### src/rtl/core/ptsg_pkg.sv
// ----------------------------------------------------------------------------
// ptsg_pkg
// Shared types, codes and constants of the pan/tilt servo command gate.
// ----------------------------------------------------------------------------
`default_nettype none

package ptsg_pkg;

  localparam int COUNT_WIDTH = 32;
  localparam int TOTAL_WIDTH = 32;
  localparam int PULSE_WIDTH = 16;
  localparam int ADDR_WIDTH  = 5;
  localparam int DATA_WIDTH  = 32;

  typedef logic [COUNT_WIDTH-1:0] cnt_t;
  typedef logic [TOTAL_WIDTH-1:0] total_t;
  typedef logic [PULSE_WIDTH-1:0] pulse_t;

  localparam cnt_t CNT_ONE = cnt_t'(1);

  typedef enum logic [1:0] {
    MODE_INIT    = 2'd0,
    MODE_ENABLE  = 2'd1,
    MODE_APPLY   = 2'd2,
    MODE_DISABLE = 2'd3
  } mode_t;

  typedef enum logic [2:0] {
    REG_PAN_SAFE_MIN   = 3'd0,
    REG_PAN_SAFE_MAX   = 3'd1,
    REG_TILT_SAFE_MIN  = 3'd2,
    REG_TILT_SAFE_MAX  = 3'd3,
    REG_ELECTRICAL_MIN = 3'd4,
    REG_ELECTRICAL_MAX = 3'd5,
    REG_PAN_CENTER     = 3'd6,
    REG_TILT_CENTER    = 3'd7
  } reg_index_t;

  localparam pulse_t PAN_SAFE_MIN_RST   = 16'd1000;
  localparam pulse_t PAN_SAFE_MAX_RST   = 16'd2000;
  localparam pulse_t TILT_SAFE_MIN_RST  = 16'd1000;
  localparam pulse_t TILT_SAFE_MAX_RST  = 16'd2000;
  localparam pulse_t ELECTRICAL_MIN_RST = 16'd500;
  localparam pulse_t ELECTRICAL_MAX_RST = 16'd2500;
  localparam pulse_t PAN_CENTER_RST     = 16'd1500;
  localparam pulse_t TILT_CENTER_RST    = 16'd1500;

  typedef struct packed {
    pulse_t pan_safe_min;
    pulse_t pan_safe_max;
    pulse_t tilt_safe_min;
    pulse_t tilt_safe_max;
    pulse_t electrical_min;
    pulse_t electrical_max;
    pulse_t pan_center;
    pulse_t tilt_center;
  } cfg_t;

  typedef struct packed {
    logic   ok;
    pulse_t applied_pan;
    pulse_t applied_tilt;
    logic   pan_limited;
    logic   tilt_limited;
    logic   enabled_now;
    total_t command_total;
    total_t pan_saturation_total;
    total_t tilt_saturation_total;
    total_t fault_total;
    total_t enable_total;
    total_t disable_total;
  } res_t;

  // Zero-extend or truncate a counter to the reported width.
  function automatic total_t to_total(input cnt_t c);
    logic [63:0] wide;
    wide = 64'(c);
    return wide[TOTAL_WIDTH-1:0];
  endfunction

endpackage

`default_nettype wire

### src/rtl/core/ptsg_regs.sv
// ----------------------------------------------------------------------------
// ptsg_regs
// APB register file holding the safe windows, electrical window and centers.
// ----------------------------------------------------------------------------
`default_nettype none

module ptsg_regs (
  input  wire logic                        clk,
  input  wire logic                        rst,
  input  wire logic                        psel,
  input  wire logic                        penable,
  input  wire logic                        pwrite,
  input  wire logic [ptsg_pkg::ADDR_WIDTH-1:0] paddr,
  input  wire logic [ptsg_pkg::DATA_WIDTH-1:0] pwdata,
  output logic      [ptsg_pkg::DATA_WIDTH-1:0] prdata,
  output logic                             pready,
  output ptsg_pkg::cfg_t                   cfg
);
  import ptsg_pkg::*;

  reg_index_t idx;
  pulse_t     wval;
  pulse_t     rval;
  logic       wr_en;

  assign idx    = reg_index_t'(paddr[ADDR_WIDTH-1:2]);
  assign wval   = pwdata[PULSE_WIDTH-1:0];
  assign wr_en  = psel && penable && pwrite;
  assign pready = 1'b1;

  always_ff @(posedge clk) begin
    if (rst) begin
      cfg.pan_safe_min   <= PAN_SAFE_MIN_RST;
      cfg.pan_safe_max   <= PAN_SAFE_MAX_RST;
      cfg.tilt_safe_min  <= TILT_SAFE_MIN_RST;
      cfg.tilt_safe_max  <= TILT_SAFE_MAX_RST;
      cfg.electrical_min <= ELECTRICAL_MIN_RST;
      cfg.electrical_max <= ELECTRICAL_MAX_RST;
      cfg.pan_center     <= PAN_CENTER_RST;
      cfg.tilt_center    <= TILT_CENTER_RST;
    end else if (wr_en) begin
      case (idx)
        REG_PAN_SAFE_MIN:   cfg.pan_safe_min   <= wval;
        REG_PAN_SAFE_MAX:   cfg.pan_safe_max   <= wval;
        REG_TILT_SAFE_MIN:  cfg.tilt_safe_min  <= wval;
        REG_TILT_SAFE_MAX:  cfg.tilt_safe_max  <= wval;
        REG_ELECTRICAL_MIN: cfg.electrical_min <= wval;
        REG_ELECTRICAL_MAX: cfg.electrical_max <= wval;
        REG_PAN_CENTER:     cfg.pan_center     <= wval;
        REG_TILT_CENTER:    cfg.tilt_center    <= wval;
        default: ;
      endcase
    end
  end

  always_comb begin
    case (idx)
      REG_PAN_SAFE_MIN:   rval = cfg.pan_safe_min;
      REG_PAN_SAFE_MAX:   rval = cfg.pan_safe_max;
      REG_TILT_SAFE_MIN:  rval = cfg.tilt_safe_min;
      REG_TILT_SAFE_MAX:  rval = cfg.tilt_safe_max;
      REG_ELECTRICAL_MIN: rval = cfg.electrical_min;
      REG_ELECTRICAL_MAX: rval = cfg.electrical_max;
      REG_PAN_CENTER:     rval = cfg.pan_center;
      REG_TILT_CENTER:    rval = cfg.tilt_center;
      default:            rval = '0;
    endcase
  end

  assign prdata = DATA_WIDTH'(rval);

endmodule

`default_nettype wire

### src/rtl/core/ptsg_eval.sv
// ----------------------------------------------------------------------------
// ptsg_eval
// Gate state (flags and counters) and the combinational evaluation of one
// command against it.
// ----------------------------------------------------------------------------
`default_nettype none

module ptsg_eval (
  input  wire logic                             clk,
  input  wire logic                             rst,
  input  wire logic                             step,
  input  wire logic [1:0]                       mode,
  input  wire logic [ptsg_pkg::PULSE_WIDTH-1:0] pan_request,
  input  wire logic [ptsg_pkg::PULSE_WIDTH-1:0] tilt_request,
  input  wire ptsg_pkg::cfg_t                   cfg,
  output ptsg_pkg::res_t                        res
);
  import ptsg_pkg::*;

  logic initialized;
  logic enabled;
  cnt_t command_cnt, pan_sat_cnt, tilt_sat_cnt, fault_cnt, enable_cnt, disable_cnt;

  logic initialized_next;
  logic enabled_next;
  cnt_t command_cnt_next, pan_sat_cnt_next, tilt_sat_cnt_next;
  cnt_t fault_cnt_next, enable_cnt_next, disable_cnt_next;

  logic   pan_lo, pan_hi, tilt_lo, tilt_hi;
  pulse_t pan_clamped, tilt_clamped;
  logic   pan_elec_ok, tilt_elec_ok;
  logic   centers_ok;
  logic   ok;
  logic   psat, tsat;
  pulse_t apan, atilt;

  // Signed request against unsigned window bound, both widened by one bit.
  assign pan_lo  = $signed({pan_request[PULSE_WIDTH-1], pan_request})
                   < $signed({1'b0, cfg.pan_safe_min});
  assign pan_hi  = $signed({pan_request[PULSE_WIDTH-1], pan_request})
                   > $signed({1'b0, cfg.pan_safe_max});
  assign tilt_lo = $signed({tilt_request[PULSE_WIDTH-1], tilt_request})
                   < $signed({1'b0, cfg.tilt_safe_min});
  assign tilt_hi = $signed({tilt_request[PULSE_WIDTH-1], tilt_request})
                   > $signed({1'b0, cfg.tilt_safe_max});

  // Low bound wins on an inverted window.
  assign pan_clamped  = pan_lo  ? cfg.pan_safe_min  :
                        pan_hi  ? cfg.pan_safe_max  : pan_request;
  assign tilt_clamped = tilt_lo ? cfg.tilt_safe_min :
                        tilt_hi ? cfg.tilt_safe_max : tilt_request;

  assign pan_elec_ok  = (pan_clamped >= cfg.electrical_min)
                        && (pan_clamped <= cfg.electrical_max);
  assign tilt_elec_ok = (tilt_clamped >= cfg.electrical_min)
                        && (tilt_clamped <= cfg.electrical_max);
  assign centers_ok   = (cfg.pan_center >= cfg.electrical_min)
                        && (cfg.pan_center <= cfg.electrical_max)
                        && (cfg.tilt_center >= cfg.electrical_min)
                        && (cfg.tilt_center <= cfg.electrical_max);

  always_comb begin
    initialized_next  = initialized;
    enabled_next      = enabled;
    command_cnt_next  = command_cnt;
    pan_sat_cnt_next  = pan_sat_cnt;
    tilt_sat_cnt_next = tilt_sat_cnt;
    fault_cnt_next    = fault_cnt;
    enable_cnt_next   = enable_cnt;
    disable_cnt_next  = disable_cnt;
    ok    = 1'b0;
    psat  = 1'b0;
    tsat  = 1'b0;
    apan  = '0;
    atilt = '0;
    case (mode_t'(mode))
      MODE_INIT: begin
        command_cnt_next  = '0;
        pan_sat_cnt_next  = '0;
        tilt_sat_cnt_next = '0;
        fault_cnt_next    = '0;
        enable_cnt_next   = '0;
        disable_cnt_next  = '0;
        initialized_next  = 1'b1;
        enabled_next      = 1'b0;
        ok                = 1'b1;
      end
      MODE_ENABLE: begin
        if (initialized) begin
          if (centers_ok) begin
            enabled_next    = 1'b1;
            enable_cnt_next = enable_cnt + CNT_ONE;
            ok              = 1'b1;
          end else begin
            if (enabled) disable_cnt_next = disable_cnt + CNT_ONE;
            enabled_next   = 1'b0;
            fault_cnt_next = fault_cnt + CNT_ONE;
          end
        end
      end
      MODE_APPLY: begin
        if (initialized && enabled) begin
          psat = pan_lo || pan_hi;
          tsat = tilt_lo || tilt_hi;
          if (pan_elec_ok && tilt_elec_ok) begin
            command_cnt_next = command_cnt + CNT_ONE;
            if (psat) pan_sat_cnt_next = pan_sat_cnt + CNT_ONE;
            if (tsat) tilt_sat_cnt_next = tilt_sat_cnt + CNT_ONE;
            apan  = pan_clamped;
            atilt = tilt_clamped;
            ok    = 1'b1;
          end else begin
            // Fault out of the enabled state.
            disable_cnt_next = disable_cnt + CNT_ONE;
            enabled_next     = 1'b0;
            fault_cnt_next   = fault_cnt + CNT_ONE;
          end
        end
      end
      MODE_DISABLE: begin
        if (enabled) disable_cnt_next = disable_cnt + CNT_ONE;
        enabled_next = 1'b0;
        ok           = 1'b1;
      end
      default: ;
    endcase
  end

  always_ff @(posedge clk) begin
    if (rst) begin
      initialized  <= 1'b0;
      enabled      <= 1'b0;
      command_cnt  <= '0;
      pan_sat_cnt  <= '0;
      tilt_sat_cnt <= '0;
      fault_cnt    <= '0;
      enable_cnt   <= '0;
      disable_cnt  <= '0;
    end else if (step) begin
      initialized  <= initialized_next;
      enabled      <= enabled_next;
      command_cnt  <= command_cnt_next;
      pan_sat_cnt  <= pan_sat_cnt_next;
      tilt_sat_cnt <= tilt_sat_cnt_next;
      fault_cnt    <= fault_cnt_next;
      enable_cnt   <= enable_cnt_next;
      disable_cnt  <= disable_cnt_next;
    end
  end

  always_comb begin
    res.ok                    = ok;
    res.applied_pan           = apan;
    res.applied_tilt          = atilt;
    res.pan_limited           = psat;
    res.tilt_limited          = tsat;
    res.enabled_now           = enabled_next;
    res.command_total         = to_total(command_cnt_next);
    res.pan_saturation_total  = to_total(pan_sat_cnt_next);
    res.tilt_saturation_total = to_total(tilt_sat_cnt_next);
    res.fault_total           = to_total(fault_cnt_next);
    res.enable_total          = to_total(enable_cnt_next);
    res.disable_total         = to_total(disable_cnt_next);
  end

endmodule

`default_nettype wire

### src/rtl/core/pan_tilt_servo_command_gate.sv
// ----------------------------------------------------------------------------
// pan_tilt_servo_command_gate
// Gates pan/tilt servo pulse commands: init, enable, apply and disable.
// ----------------------------------------------------------------------------
// Path: a command is captured in the input register, then evaluated into the
//   result register.
// Throughput: one command per cycle while res_stall is low; state updates as
//   each command enters the result register, so the next sees it without bubbles.
// Reset: clears flags, counters and both pipeline valids; configuration
//   registers return to their default windows and centers.
`default_nettype none

module pan_tilt_servo_command_gate (
  input  wire logic                             clk,
  input  wire logic                             rst,
  // configuration
  input  wire logic                             psel,
  input  wire logic                             penable,
  input  wire logic                             pwrite,
  input  wire logic [ptsg_pkg::ADDR_WIDTH-1:0]  paddr,
  input  wire logic [ptsg_pkg::DATA_WIDTH-1:0]  pwdata,
  output logic      [ptsg_pkg::DATA_WIDTH-1:0]  prdata,
  output logic                                  pready,
  // command channel
  input  wire logic                             cmd_valid,
  output logic                                  cmd_stall,
  input  wire logic [1:0]                       mode,
  input  wire logic [ptsg_pkg::PULSE_WIDTH-1:0] pan_request,
  input  wire logic [ptsg_pkg::PULSE_WIDTH-1:0] tilt_request,
  // result channel
  output logic                                  res_valid,
  input  wire logic                             res_stall,
  output logic                                  ok,
  output logic      [ptsg_pkg::PULSE_WIDTH-1:0] applied_pan,
  output logic      [ptsg_pkg::PULSE_WIDTH-1:0] applied_tilt,
  output logic                                  pan_limited,
  output logic                                  tilt_limited,
  output logic                                  enabled_now,
  output logic      [ptsg_pkg::TOTAL_WIDTH-1:0] command_total,
  output logic      [ptsg_pkg::TOTAL_WIDTH-1:0] pan_saturation_total,
  output logic      [ptsg_pkg::TOTAL_WIDTH-1:0] tilt_saturation_total,
  output logic      [ptsg_pkg::TOTAL_WIDTH-1:0] fault_total,
  output logic      [ptsg_pkg::TOTAL_WIDTH-1:0] enable_total,
  output logic      [ptsg_pkg::TOTAL_WIDTH-1:0] disable_total
);
  import ptsg_pkg::*;

  cfg_t cfg;

  // input register
  logic       in_full;
  logic [1:0] in_mode;
  pulse_t     in_pan;
  pulse_t     in_tilt;

  // result register
  logic out_full;
  res_t out_res;
  res_t eval_res;

  logic out_load;
  logic in_load;

  ptsg_regs u_regs (
    .clk     (clk),
    .rst     (rst),
    .psel    (psel),
    .penable (penable),
    .pwrite  (pwrite),
    .paddr   (paddr),
    .pwdata  (pwdata),
    .prdata  (prdata),
    .pready  (pready),
    .cfg     (cfg)
  );

  // Advance a held command into the result register whenever it is empty or being drained.
  assign out_load  = in_full && (!out_full || !res_stall);
  assign in_load   = cmd_valid && !cmd_stall;
  assign cmd_stall = in_full && !out_load;

  ptsg_eval u_eval (
    .clk          (clk),
    .rst          (rst),
    .step         (out_load),
    .mode         (in_mode),
    .pan_request  (in_pan),
    .tilt_request (in_tilt),
    .cfg          (cfg),
    .res          (eval_res)
  );

  always_ff @(posedge clk) begin
    if (rst) begin
      in_full <= 1'b0;
    end else if (in_load || out_load) begin
      in_full <= in_load;
    end
  end

  always_ff @(posedge clk) begin
    if (in_load) begin
      in_mode <= mode;
      in_pan  <= pan_request;
      in_tilt <= tilt_request;
    end
  end

  always_ff @(posedge clk) begin
    if (rst) begin
      out_full <= 1'b0;
    end else if (out_load) begin
      out_full <= 1'b1;
    end else if (!res_stall) begin
      out_full <= 1'b0;
    end
  end

  always_ff @(posedge clk) begin
    if (out_load) begin
      out_res <= eval_res;
    end
  end

  assign res_valid             = out_full;
  assign ok                    = out_res.ok;
  assign applied_pan           = out_res.applied_pan;
  assign applied_tilt          = out_res.applied_tilt;
  assign pan_limited           = out_res.pan_limited;
  assign tilt_limited          = out_res.tilt_limited;
  assign enabled_now           = out_res.enabled_now;
  assign command_total         = out_res.command_total;
  assign pan_saturation_total  = out_res.pan_saturation_total;
  assign tilt_saturation_total = out_res.tilt_saturation_total;
  assign fault_total           = out_res.fault_total;
  assign enable_total          = out_res.enable_total;
  assign disable_total         = out_res.disable_total;

endmodule

`default_nettype wire
### config.mk
export PLATFORM = sky130hd
export DESIGN_NAME = pan_tilt_servo_command_gate
export DESIGN_NICKNAME = d
export VERILOG_FILES = /design/src/rtl/core/ptsg_pkg.sv /design/src/rtl/core/ptsg_regs.sv /design/src/rtl/core/ptsg_eval.sv /design/src/rtl/core/pan_tilt_servo_command_gate.sv
export SDC_FILE = /design/constraint.sdc
export NUM_CORES = 2
export LEC_CHECK = 0
export ABC_AREA = 1
export CORE_MARGIN = 1
export CORE_UTILIZATION = 50
export DETAILED_ROUTE_END_ITERATION = 8
export DONT_BUFFER_PORTS = 1
export HOLD_SLACK_MARGIN = 0.12
export SYNTH_ARGS = -nofsm -noshare
export SYNTH_HDL_FRONTEND = slang
export SYNTH_HIERARCHICAL = 1
export SYNTH_SLANG_ARGS = --single-unit
### constraint.sdc
create_clock -name clk -period 20.9 [get_ports clk]
set_clock_uncertainty 0.15 [all_clocks]
set_input_delay 3.135 -clock clk [delete_from_list [all_inputs] [get_ports clk]]
set_output_delay 3.135 -clock clk [all_outputs]
set_load 0.02 [all_outputs]
* Word-level counts from Yosys, hierarchy flattened
Index checks and enable logic that the tools add are counted.
Storage, ports and cells: flip-flop bits (word level) 586, output and inout bits 263, bits of input ports 78
Cells by class: equality and inequality tests 11, order comparisons 12, reductions and logical operators 34, muxes and demuxes 41, add/subtract/negate cells 6
Operators by type and width (count):
- $mux W32 | 19
- $pmux W32 S2 | 4
- $add A32 B1 Y32 const B | 6
- $pmux W16 S8 | 1
- $pmux W32 S4 | 1
- $pmux W32 S3 | 1
- $ge A16 B16 Y1 | 4
- $le A16 B16 Y1 | 4
- $mux W16 | 4
- $gt A16 B17 Y1 | 2
- $lt A16 B17 Y1 | 2
- $reduce_and A2 Y1 | 10
- $eq A3 B3 Y1 const B | 4
- $logic_and A1 B1 Y1 | 12
- $mux W1 | 9
- $eq A3 B2 Y1 const B | 2
- $pmux W1 S3 | 2
- $eq A2 B2 Y1 const B | 2
- $logic_not A1 Y1 | 4
- $logic_or A1 B1 Y1 | 4
- $eq A3 B1 Y1 const B | 1
- $logic_not A3 Y1 | 1
- $reduce_and A3 Y1 | 1
- $eq A2 B1 Y1 const B | 1
- other kinds (3) | 3

* Depth between registers and ports, before layout
depth after elaboration 9, depth in mapped cells 39, mapped depth without buffers 37

* Cells and area by module
The synthesis kept the hierarchy.
By module, submodules not included:
- ptsg_eval | seq. area each 3883.7 µm², cells an instance 3754, area an instance 21658.3 µm², instances 1
- pan_tilt_servo_command_gate | seq. area each 7907.6 µm², cells an instance 274, area an instance 7958.9 µm², instances 1
- ptsg_regs | seq. area each 2562.5 µm², cells an instance 872, area an instance 5973.2 µm², instances 1

* Worst setup path before layout
OpenSTA, ideal clock, no wires.
path type input-to-reg, start point input port res_stall, end point register u_eval.command_cnt[20], stages 7, arrival 17958 ps, buffers on the path 2, setup slack 2735 ps, cells stage by stage a21oi_1 > clkinv_1 > clkbuf_1 > clkbuf_1 > a21oi_1 > o21ai_0 > inv_1
On the way: cells in the longest elaborated chain, start to end 3
RTL lines:
- from (decl) | line pan_tilt_servo_command_gate.sv:32 | input wire logic res_stall,
- $logic_not A1 Y1
- $logic_or A1 B1 Y1 | line pan_tilt_servo_command_gate.sv:78 | assign out_load = in_full && (!out_full || !res_stall);
- $logic_and A1 B1 Y1 | line pan_tilt_servo_command_gate.sv:78
- to (signal assigned) | line ptsg_eval.sv:142 | command_cnt <= command_cnt_next;
- to (decl) | line ptsg_eval.sv:22 | cnt_t command_cnt, pan_sat_cnt, tilt_sat_cnt, fault_cnt, enable_cnt, disable_cnt;
Every way passes these cells. A chain may end at the register's enable or synchronous reset.

* Worst setup path in the final report
start point input port paddr[4] in the netlist's numbering, end point output port prdata[12] in the netlist's numbering
On the way: cells in the longest elaborated chain, start to end 2
RTL lines:
- from (decl) | line pan_tilt_servo_command_gate.sv:20 | input wire logic [ptsg_pkg::ADDR_WIDTH-1:0] paddr,
- $eq A3 B3 Y1 (tied with other cells) | line ptsg_regs.sv:57 | case (idx)
- $pmux W16 S8 * | line ptsg_regs.sv:57
- to (decl) | line pan_tilt_servo_command_gate.sv:22 | output logic [ptsg_pkg::DATA_WIDTH-1:0] prdata,
Every way passes the cells marked *; elsewhere a longest branch is shown, timed or not.

==> impl_metrics.csv <==
group,metric,value,unit
worst_setup_path,r2r_cells,28,
yosys,ys_warn_count,6,
yosys,async_flop_share,0,%
hold_path,min_path_type,"reg -> reg",
yosys,synth_cell_types,59,
placement,place_area,35860,um^2
global_route,gr-total-overflow,0,
worst_setup_path,crit_chain,"inv_2 -> nand2_2 -> inv_1 -> nand2_1 -> nand3_1",
global_route,grt_usage,28.91,%
yosys,netlist_instances,4900,
hold_path,hold_path_depth,2,
cells_and_area,area_growth,7.105,%
sta,final_hold_viol_count,0,
worst_setup_path,end_kind,"primary output",
worst_setup_path,worst-setup-path-type,"in -> out",
clock_tree,clk_pin_slew,0.06,ns
yosys,ys_seq_area_share,40.33,%
worst_setup_path,critPathRequiredTime,17.62,ns
routing,avgRoutedWirePerCell,18.39,um
routing,drt-vias-per-instance,5.499,
power,comb_power_share,11.4,%
worst_setup_path,r2r_setup_slack,14.23,ns
flow_run,cap_violations,0,
clock_tree,cts_buffers,66,
placement,dp.cells,5633,
sta,hold_ws,0.3376,ns
sta,fin_crit_sh,38.92,%
power,powerDensity,75.53,nW/um^2
power,ir_drop,0.08600,mV
global_route,grt_start_max_net_pins,135,
hold_path,hp-start,"u_regs/cfg[104]",
clock_tree,postCtsHoldBufs,0,
global_route,grt_pass1_vias,28505,
cells_and_area,fin_util,54.25,%
power,pwr-share-clk,42.1,%
die,dieArea,72250,um^2
worst_setup_path,max_stage_delay,0.62,ns
cells_and_area,drive_above_1_share,5.732,%
worst_setup_path,startpoint,"paddr[4]",
die,coreArea,70270,um^2
sta,worst_pin_slew,1.218,ns
routing,num_vias,31653,
sta,finalSetupTns,0,ns
sta,fin_crit,8.135,ns
cells_and_area,fin_nets,5041,
routing,final_antenna_net_count,0,
yosys,avgSynthCellArea,7.263,um^2
routing,finalWirelength,105800,um
yosys,synth_area,35590,um^2
routing,drt_iter0_markers,2875,
worst_setup_path,r2r-end,"fault_total[0]",
worst_setup_path,cp-start-kind,"input port",
power,swShare,28.14,%
sta,setup_viol,0,
worst_setup_path,crit_slowest_cell,"inv_2",
worst_setup_path,cp_max_fo,53,
worst_setup_path,r2r-start,"u_regs/cfg[92]",
hold_path,worst_hold_path.endpoint,"u_regs/cfg[104]",
die,rows,97,
clock_tree,cts.sinks,586,
status,status,"finished, final reports clean",
die,start_util,50.65,%
die,io_pins,341,
global_route,antenna_found_initial,1,
clock_tree,clk_latency,0.62,ns
sta,slew_violations,0,
power,switchingPower,810.1,uW
worst_setup_path,worst-endpoint-arrival,4.85,ns
clock_tree,clock-root-buffer,"clkbuf_16",
sta,max_clock_freq,122.9,MHz
clock_tree,ctsHtreeMaxLevel,3,
placement,port_buffers,0,
power,power.internal,2.069,mW
power,finalPower,2.879,mW
die,die_width,268.8,um
yosys,ys_seq_elements,586,
routing,dr.pass1.iters,6,
yosys,synth_edf_count,262,
clock_tree,clockBufferDepth,3,
power,power_leakage,17.75,nW
power,power_frac_seq,46.6,%
sta,setup_ws,12.77,ns
cells_and_area,stdcell_count,5756,
die,dieHeight,268.8,um
sta,relSlewSlack,18.71,%
cells_and_area,fin_area,38120,um^2
clock_tree,cts_tree,"done",
clock_tree,postCtsSetupBuffers,0,
placement,gp_congestion,0.9313,
clock_tree,ctsResizeCount,0,
placement,preCtsSetupSlack,12.80,ns
global_route,grt_pass1_wl,163100,um
yosys,ys.flop_type,"dfxtp_1",
placement,dp_hpwl,75070,um
sta,rsz0062_at_grt,"false",
routing,route.detailed.drc,0,
sequential cells by signal, summed over array words and instances (netlist names), 2 cells and up:
signal	cells
applied_pan	16
applied_tilt	16
command_total	32
disable_total	32
enable_total	32
fault_total	32
in_mode	2
in_pan	16
in_tilt	16
pan_saturation_total	32
tilt_saturation_total	32
u_eval/command_cnt	32
u_eval/disable_cnt	32
u_eval/enable_cnt	32
u_eval/fault_cnt	32
u_eval/pan_sat_cnt	32
u_eval/tilt_sat_cnt	32
u_regs/cfg	128
power by group through the flow:
stage | registers [mW] | clock network [mW] | logic, mW
3_3_place_gp | 1.36 | 0 | 0.319
5_1_grt | 1.35 | 1.28 | 0.371
4_1_cts | 1.34 | 1.23 | 0.325
3_5_place_dp | 1.36 | 0 | 0.323
2_1_floorplan | 1.35 | 0 | 0.262
6_report | 1.34 | 1.21 | 0.328
how the worst max path moves through the flow:
| stage | end | slack (ns) | cells after the start |
|---|---|---|---|
| floorplan | u_eval/command_cnt[20] | 2.73 | 7 |
| global placement | prdata[14] | 12.79 | 5 |
| detailed placement | prdata[13] | 12.80 | 5 |
| CTS | prdata[13] | 12.80 | 5 |
| global route | prdata[13] | 12.66 | 5 |
| finish | prdata[12] | 12.77 | 5 |
cell families (layout without fill, tap and decap cells):
group,Yosys count,in the layout,synth area share (%)
other cells,2,18,0.02110
flops,586,586,40.33
mux,8,8,0.2250
xor+xnor,40,40,0.9844
buf+inv,904,804,10.16
compound gates,686,686,10.28
fa+ha+maj,202,202,7.101
simple gates,2472,2472,30.90
cells in the final DEF, fill, tap and decap left out, types with 39 or more instances in the layout:
| master | n |
|---|---|
| nand2_1 | 1148 |
| inv_1 | 638 |
| nor2_1 | 544 |
| nand3_1 | 417 |
| dfxtp_1 | 323 |
| o21ai_0 | 316 |
| edfxtp_1 | 262 |
| a21oi_1 | 225 |
| ha_1 | 201 |
| nand4_1 | 154 |
| clkbuf_16 | 69 |
| nor3_1 | 61 |
| o21ai_1 | 60 |
| xor2_1 | 39 |
| o211ai_1 | 39 |
Yosys cell counts, types with 7 or more instances:
cell type	instances	area share (%)
nand2_1	1148	12
inv_1	640	6.7
nor2_1	546	5.8
nand3_1	417	5.9
dfxtp_1	324	18
o21ai_0	316	4.4
edfxtp_1	262	22
a21oi_1	226	3.2
ha_1	202	7.1
nand4_1	154	2.7
clkbuf_1	127	1.3
nor3_1	61	0.86
o21ai_1	60	0.84
buf_2	49	0.69
o211ai_1	39	0.82
xor2_1	39	0.96
buf_4	35	0.74
buf_1	24	0.25
nand2_2	24	0.42
inv_2	20	0.21
nor2_4	18	0.57
nor2_2	16	0.28
o21a_1	16	0.34
or2_2	15	0.26
nor4_1	12	0.21
nand3_2	11	0.31
nor3_2	10	0.28
mux2i_1	8	0.23
a221oi_1	7	0.17
nand3b_1	7	0.15
nor3_4	7	0.32
critical path: cells and delay by family:
kind,cells,cell delay (ns)
buf+inv,2,1.08
simple gates,3,0.62
area by class of cell:
type,instances,area (um^2)
Clock buffer,90,1886
Fill cell,6842,32150
Sequential cell,586,14360
Timing Repair Buffer,19,142.6
Multi-Input combinational cell,3425,17690
Tap cell,940,1176
Inverter,663,2496
Antenna cell,1,2.502
Clock inverter,32,366.6
per-layer routing:
layer / vias to the layer above / part of all wire [%] / GRT usage (%)
li1: 15800 / - / -
met1: 14663 / 45 / 39.47
met2: 1034 / 45 / 45.50
met3: 154 / 7.5 / 6.548
met4: 2 / 2.7 / 8.523
met5: - / 0.012 / 0
(Power assumes the default switching activity.)
